$ cat config.mk
export PLATFORM = sky130hd
export DESIGN_NAME = bba_ctrl
export DESIGN_NICKNAME = d
export VERILOG_FILES = /design/src/rtl/bba_pkg.sv /design/src/rtl/bba_ctrl.sv
export SDC_FILE = /design/constraint.sdc
export NUM_CORES = 1
export LEC_CHECK = 0
export ABC_CLOCK_PERIOD_IN_PS = 10450
export BUFFER_PORTS_ARGS = -buffer_cell sky130_fd_sc_hd__buf_2
export CAP_MARGIN = 10
export CELL_PAD_IN_SITES_DETAIL_PLACEMENT = 2
export CELL_PAD_IN_SITES_GLOBAL_PLACEMENT = 2
export CORE_MARGIN = 1
export CORE_UTILIZATION = 36
export DETAILED_ROUTE_END_ITERATION = 8
export GPL_TIMING_DRIVEN = 0
export PLACE_DENSITY_LB_ADDON = 0.25
export SETUP_SLACK_MARGIN = 0.2
export SLEW_MARGIN = 0
export SYNTH_ARGS = -nofsm -noshare
export SYNTH_HDL_FRONTEND = slang
export SYNTH_SLANG_ARGS = --single-unit
$ cat constraint.sdc
create_clock -name clock -period 10.45 [get_ports clock]
set_input_delay 0.5225 -clock clock [delete_from_list [all_inputs] [get_ports clock]]
set_output_delay 0.5225 -clock clock [all_outputs]
set_load 0.005 [all_outputs]
$ cat src/rtl/bba_pkg.sv
// Package: shared types, constants and helpers of the bitmap block allocator.
package bba_pkg;

   localparam int WORD_BITS  = 32;
   localparam int BIT_W      = 5;
   localparam int BLOCK_W    = 13;
   localparam int COUNT_W    = 14;
   localparam int WADDR_W    = 8;
   localparam int WCFG_W     = 9;
   localparam int ADDR_WORDS = 256;

   typedef enum logic {
      CMD_ALLOC = 1'b0,
      CMD_FREE  = 1'b1
   } cmd_type;

   typedef enum logic [1:0] {
      ST_OK        = 2'd0,
      ST_NO_SPACE  = 2'd1,
      ST_NOT_FOUND = 2'd2,
      ST_RANGE     = 2'd3
   } status_type;

   typedef struct packed {
      logic                 rd_en;
      logic [WADDR_W-1:0]   rd_addr;
      logic                 wr_en;
      logic [WADDR_W-1:0]   wr_addr;
      logic [WORD_BITS-1:0] wr_data;
   } ram_req_type;

   typedef struct packed {
      logic [BLOCK_W-1:0] allocated_block;
      status_type         status;
      logic [COUNT_W-1:0] free_blocks;
   } result_type;

   // Index of the lowest set bit; 31 when the word is empty.
   function automatic logic [BIT_W-1:0] lowest_bit(input logic [WORD_BITS-1:0] word);
      logic [BIT_W-1:0] idx;
      idx = BIT_W'(WORD_BITS - 1);
      for (int i = WORD_BITS - 1; i >= 0; i--) begin
         if (word[i]) begin
            idx = BIT_W'(i);
         end
      end
      return idx;
   endfunction

endpackage

$ cat src/rtl/bba_ctrl.sv
// Module: request sequencer that scans, clears and sets free-map bits.
module bba_ctrl #(
   parameter int USED_WORDS = 256
) (
   input  logic                          clock,
   input  logic                          reset,
   input  logic                          req_valid,
   output logic                          req_stall,
   input  logic                          req_cmd,
   input  logic [bba_pkg::BLOCK_W-1:0]   req_block_number,
   input  logic [bba_pkg::WCFG_W-1:0]    eff_words,
   output bba_pkg::ram_req_type          ram_req,
   input  logic [bba_pkg::WORD_BITS-1:0] rd_word,
   output logic                          res_valid,
   input  logic                          res_take,
   output bba_pkg::result_type           res
);
   import bba_pkg::*;

   typedef enum logic [4:0] {
      S_IDLE     = 5'b00001,
      S_DISPATCH = 5'b00010,
      S_SCAN     = 5'b00100,
      S_FREE_WR  = 5'b01000,
      S_DONE     = 5'b10000
   } state_type;

   state_type            state_ff, state_in;
   cmd_type              cmd_ff, cmd_in;
   logic [BLOCK_W-1:0]   blk_ff, blk_in;
   logic [WCFG_W-1:0]    ptr_ff, ptr_in;
   logic [COUNT_W-1:0]   count_ff, count_in;
   logic [BLOCK_W-1:0]   hint_ff, hint_in;
   result_type           res_ff, res_in;

   logic [COUNT_W-1:0]   limit;
   logic [BLOCK_W-1:0]   hint_dec;
   logic [WADDR_W-1:0]   start_word;
   logic [WCFG_W-1:0]    next_ptr;
   logic [BIT_W-1:0]     found_k;
   logic [BLOCK_W-1:0]   found_blk;
   logic [WORD_BITS-1:0] cleared_word;
   logic [WORD_BITS-1:0] set_word;

   // Derive scan start, limits and bit updates
   always_comb begin
      limit        = {eff_words, 5'b0};
      hint_dec     = hint_ff - BLOCK_W'(1);
      start_word   = (hint_ff == '0) ? '0 : hint_dec[BLOCK_W-1:BIT_W];
      next_ptr     = ptr_ff + WCFG_W'(1);
      found_k      = lowest_bit(rd_word);
      found_blk    = {ptr_ff[WADDR_W-1:0], found_k};
      cleared_word = rd_word & ~(WORD_BITS'(1) << found_k);
      set_word     = rd_word | (WORD_BITS'(1) << blk_ff[BIT_W-1:0]);
   end

   // Sequence one transaction at a time
   always_comb begin
      state_in = state_ff;
      cmd_in   = cmd_ff;
      blk_in   = blk_ff;
      ptr_in   = ptr_ff;
      count_in = count_ff;
      hint_in  = hint_ff;
      res_in   = res_ff;
      ram_req  = '0;
      case (state_ff)
         S_IDLE: begin
            if (req_valid) begin
               cmd_in   = cmd_type'(req_cmd);
               blk_in   = req_block_number;
               state_in = S_DISPATCH;
            end
         end
         S_DISPATCH: begin
            res_in.allocated_block = '0;
            res_in.free_blocks     = count_ff;
            if (cmd_ff == CMD_ALLOC) begin
               if (count_ff == '0) begin
                  res_in.status = ST_NO_SPACE;
                  state_in      = S_DONE;
               end else if (WCFG_W'(start_word) >= eff_words) begin
                  res_in.status = ST_NOT_FOUND;
                  state_in      = S_DONE;
               end else begin
                  ram_req.rd_en   = 1'b1;
                  ram_req.rd_addr = start_word;
                  ptr_in          = WCFG_W'(start_word);
                  state_in        = S_SCAN;
               end
            end else begin
               if (COUNT_W'(blk_ff) >= limit) begin
                  res_in.status = ST_RANGE;
                  state_in      = S_DONE;
               end else begin
                  ram_req.rd_en   = 1'b1;
                  ram_req.rd_addr = blk_ff[BLOCK_W-1:BIT_W];
                  state_in        = S_FREE_WR;
               end
            end
         end
         S_SCAN: begin
            // prefetch the following word while the current one is checked
            ram_req.rd_en   = (next_ptr < eff_words) && (rd_word == '0);
            ram_req.rd_addr = next_ptr[WADDR_W-1:0];
            if (rd_word != '0) begin
               ram_req.wr_en          = 1'b1;
               ram_req.wr_addr        = ptr_ff[WADDR_W-1:0];
               ram_req.wr_data        = cleared_word;
               count_in               = count_ff - COUNT_W'(1);
               hint_in                = found_blk;
               res_in.allocated_block = found_blk;
               res_in.status          = ST_OK;
               res_in.free_blocks     = count_in;
               state_in               = S_DONE;
            end else if (next_ptr >= eff_words) begin
               res_in.status = ST_NOT_FOUND;
               state_in      = S_DONE;
            end else begin
               ptr_in = next_ptr;
            end
         end
         S_FREE_WR: begin
            ram_req.wr_en   = 1'b1;
            ram_req.wr_addr = blk_ff[BLOCK_W-1:BIT_W];
            ram_req.wr_data = set_word;
            if (count_ff < limit) begin
               count_in = count_ff + COUNT_W'(1);
            end
            if (hint_ff >= blk_ff && blk_ff != '0) begin
               hint_in = blk_ff - BLOCK_W'(1);
            end
            res_in.status      = ST_OK;
            res_in.free_blocks = count_in;
            state_in           = S_DONE;
         end
         S_DONE: begin
            if (res_take) begin
               state_in = S_IDLE;
            end
         end
         default: begin
            state_in = S_IDLE;
         end
      endcase
   end

   // Hold control state
   always_ff @(posedge clock) begin
      if (reset) begin
         state_ff <= S_IDLE;
         count_ff <= COUNT_W'(USED_WORDS * WORD_BITS);
         hint_ff  <= '0;
      end else begin
         state_ff <= state_in;
         count_ff <= count_in;
         hint_ff  <= hint_in;
      end
   end

   // Hold transaction payload
   always_ff @(posedge clock) begin
      cmd_ff <= cmd_in;
      blk_ff <= blk_in;
      ptr_ff <= ptr_in;
      res_ff <= res_in;
   end

   assign req_stall = (state_ff != S_IDLE);
   assign res_valid = (state_ff == S_DONE);
   assign res       = res_ff;

`ifndef SYNTHESIS
   a_no_rw_same_word: assert property (@(posedge clock) disable iff (reset)
      (ram_req.rd_en && ram_req.wr_en) |-> (ram_req.rd_addr != ram_req.wr_addr))
      else $error("free map read and write hit the same word");

   a_scan_in_range: assert property (@(posedge clock) disable iff (reset)
      (state_ff == S_SCAN) |-> (ptr_ff < eff_words))
      else $error("scan pointer past the words in use");

   a_free_after_read: assert property (@(posedge clock) disable iff (reset)
      (state_ff == S_FREE_WR) |-> $past(ram_req.rd_en))
      else $error("free write-back without a preceding read");

   a_alloc_takes_one: assert property (@(posedge clock) disable iff (reset)
      (state_ff == S_SCAN && rd_word != '0) |=> (count_ff == $past(count_ff) - COUNT_W'(1)))
      else $error("allocation did not decrement the free count");
`endif

endmodule

==> results.ini <==
[outcome]
status = finished, final reports clean

[worst_setup_path]
path_cells = or4_4 > nor4_2 > nand3b_1 > nor3_1 > a21oi_1 > ha_1 > nand2_1 > o21ai_0 > a41oi_1 > o221ai_1 > nor2_1 > buf_2 > a221o_1 > buf_2
path_buf_inv = 2
critPathLaunch = hint_ff[1]$_SDFFE_PP0P_
ff2ff_setup_slack_ps = 6130
crit_cells = 14
crit_slowest_cell = or4_4
rr_worst_depth = 13
cp_top_family = simple AND/OR/NAND/NOR gates
worstReg2RegStart = hint_ff[1]$_SDFFE_PP0P_
path_common_cell = buf_2
reg2reg_to = ptr_ff[4]$_DFFE_PP_
crit_end = ram_req[43]
cp-end-kind = output port
cp-start-kind = register
path_class = register to output port
max_stage_delay_ps = 580
worstPathArrival_ps = 4410
critPathMaxFanout = 10
required_ps = 9930

[die]
die_w_um = 143
dieArea_um2 = 20600
coreArea_um2 = 19500
fp.dieH_um = 143
ios = 140
initial_core_util_pct = 36.9
num_rows = 51

[route]
first_iter_violations = 438
wl_per_cell_um = 25.4
dr.pass1.iters = 5
drtAntennaViolNets = 0
avgViaCountPerCell = 6.24
drc = 0
finalWirelength_mm = 32.8
vias = 8061

[timing]
worstMarginPinSlew_ps = 1070
min_period_ps = 4930
timing.fmax_ghz = 0.203
fin_tns_setup_ps = 0
setup_viol = 0
rsz0062_at_grt = false
maxSlewHeadroom_pct = 28.8
finalCritPeriodShare_pct = 47.2
clock_skew_ps = 12.9
hold_viol_final = 0
drv_slew = 0

[yosys]
synthFlopType = edfxtp_1
synth_edf_count = 52
synth_compound_area_share_pct = 24.8
synth_nets = 984
synthXorXnorAreaFrac_pct = 3.77
synth_cell_types = 79
ys_async_sr_fraction_pct = 0
synth_top_family_by_area = simple AND/OR/NAND/NOR gates
postSynthCellCount = 869
synth_seq_cells = 84
seq_area_frac_synth_pct = 30.6
synth_simple_gate_area_share_pct = 24.9
yosysWarnings = 0
yosys.area_share.adder_pct = 9.73
syn-cell-area_um2 = 7200
syn_avg_cell_area_um2 = 8.29
synth_mux_area_share_pct = 1.72

[clock_tree]
cts.sinks = 84
root_buffer = clkbuf_16
cts_resized = 0
post_cts_buffers = 0
cts_buffers = 9
cts-htree-levels = 3
holdBufCountCts = 0
insertion_delay_ps = 360
cts_tree = built
clock_path_buffers = 2
clkTransAtPathRegs_ps = 70

[finish]
num-fill-cells = 2326
nets = 1136
area_delta_synth_final_pct = 18.7
final_area_um2 = 8550
final_cell_mix = buf_2, nor2_1, o21ai_0, nand2_1, ha_1
antennaDiodeCount = 0
drive_gt1_share_pct = 19.7
final_common_cell = buf_2

[power]
p_switching_mw = 0.261
sw_frac_of_total_pct = 30.4
worst_ir_drop_vdd_v = 0.0000884
p_comb_share_pct = 17.1
power.density_nw_per_um2 = 100
power_frac_seq_pct = 43.6
p_int_mw = 0.598
p_clk_share_pct = 39.2
p_leak_nw = 3.55

[global_route]
grt_pass1_wl_mm = 49.3
grt_max_degree = 16
grt_pass1_vias = 8578
antenna_found_initial = 0
grtUsageTotal_pct = 32.3
overflow = 0

[flow_run]
max_cap_violations = 0

[place]
io_buffers = 139
detailed_place.area_um2 = 8250
dp_hpwl_mm = 25.4
gp_congestion = 0.933

[min_path]
hold_path.class = input pin to register

worst reg2reg max path, cell delays in order (launching register included):
cell      delay [ps]
dfxtp_1          340
or4_4            580
nor4_2           350
nand3b_1         230
nor3_1           470
a21oi_1          200
ha_1             350
a21oi_1          150
o21ai_0          120
a41oi_1          250
o221ai_1         200
nor2_1           180
buf_2            280
or2_2            310
through the flow:
step           total power [mW]  worst slack, ps  cells  hold slack [ps]  util (%)
3_3_place_gp              0.515             6280   1273              478      42.1
3_5_place_dp              0.523             5980   1275              492      42.2
2_1_floorplan             0.455             6950    869              460         -
6_report                  0.859             5520   1291              333      43.8
5_1_grt                   0.885             5350   1291              325      43.8
4_1_cts                   0.861             5580   1291              325      43.8
area by class of cell:
class | count | area (um^2) | area share (%)
clock buffer | 9 | 225 | 2.63
multi-input combinational | 704 | 4680 | 54.7
tap | 265 | 332 | 3.88
timing repair buffer | 141 | 712 | 8.33
clock inverter | 7 | 75.1 | 0.878
inverter | 43 | 161 | 1.89
sequential | 84 | 2200 | 25.8
buffer | 38 | 163 | 1.90
Yosys cell counts (10+ instances only):
| cell type | instances | area (um^2) |
|---|---|---|
| nand3_1 | 37 | 185 |
| nor3_1 | 28 | 140 |
| nor4_1 | 18 | 113 |
| nand2b_1 | 13 | 81.3 |
| a22oi_1 | 10 | 75.1 |
| clkbuf_1 | 26 | 97.6 |
| o21ai_0 | 58 | 290 |
| and2_1 | 19 | 119 |
| mux2_2 | 11 | 124 |
| ha_1 | 56 | 701 |
| inv_1 | 41 | 154 |
| xor2_1 | 14 | 123 |
| nor2_1 | 86 | 323 |
| xnor2_1 | 17 | 149 |
| dfxtp_1 | 32 | 641 |
| nor2b_1 | 22 | 138 |
| edfxtp_1 | 52 | 1560 |
| a21oi_1 | 51 | 255 |
| nand4_1 | 14 | 87.6 |
| nand2_1 | 57 | 214 |
| o21a_1 | 10 | 75.1 |
| a211oi_1 | 13 | 97.6 |
| a21o_1 | 11 | 82.6 |
sequential cells by signal, indices dropped and copies added, names as in the netlist:
name      flops
res          29
ptr_ff        9
cmd_ff        1
hint_ff      13
blk_ff       13
state_ff      5
count_ff     14
kinds of logic after synthesis:
family                   count (synthesis)
XOR/XNOR                                31
flip-flops                              84
AND/OR/NAND/NOR                        343
multiplexers                            11
buffers and inverters                   81
AO/OA/AOI/OAI                          263
adder cells (fa/ha/maj)                 56
per-layer routing:
metal	part of all wire [%]	GRT usage, %	vias to the layer above
li1	-	-	3602
met1	42	39.0	4072
met2	49	56.1	306
met3	5.1	4.83	81
met4	3.8	15.6	0
met5	0	0	-
power groups by stage:
stage	clock (mW)	combinational, mW	sequential, mW
final	0.337	0.147	0.375
after global routing	0.351	0.159	0.375
after CTS	0.343	0.145	0.374
after detailed placement	0	0.142	0.382
after global placement	0	0.134	0.381
after floorplan	0	0.0787	0.377
worst min path at each step:
stage	startpoint	depth (start not counted)	end
2_1_floorplan	hint_ff[4]$_SDFFE_PP0P_	2	hint_ff[4]$_SDFFE_PP0P_
3_3_place_gp	hint_ff[3]$_SDFFE_PP0P_	2	hint_ff[3]$_SDFFE_PP0P_
3_5_place_dp	hint_ff[4]$_SDFFE_PP0P_	2	hint_ff[4]$_SDFFE_PP0P_
4_1_cts	req_block_number[4]	1	blk_ff[4]$_DFFE_PP_
5_1_grt	req_block_number[4]	1	blk_ff[4]$_DFFE_PP_
6_report	req_block_number[0]	1	blk_ff[0]$_DFFE_PP_
Power figures use the tool's default switching activity.
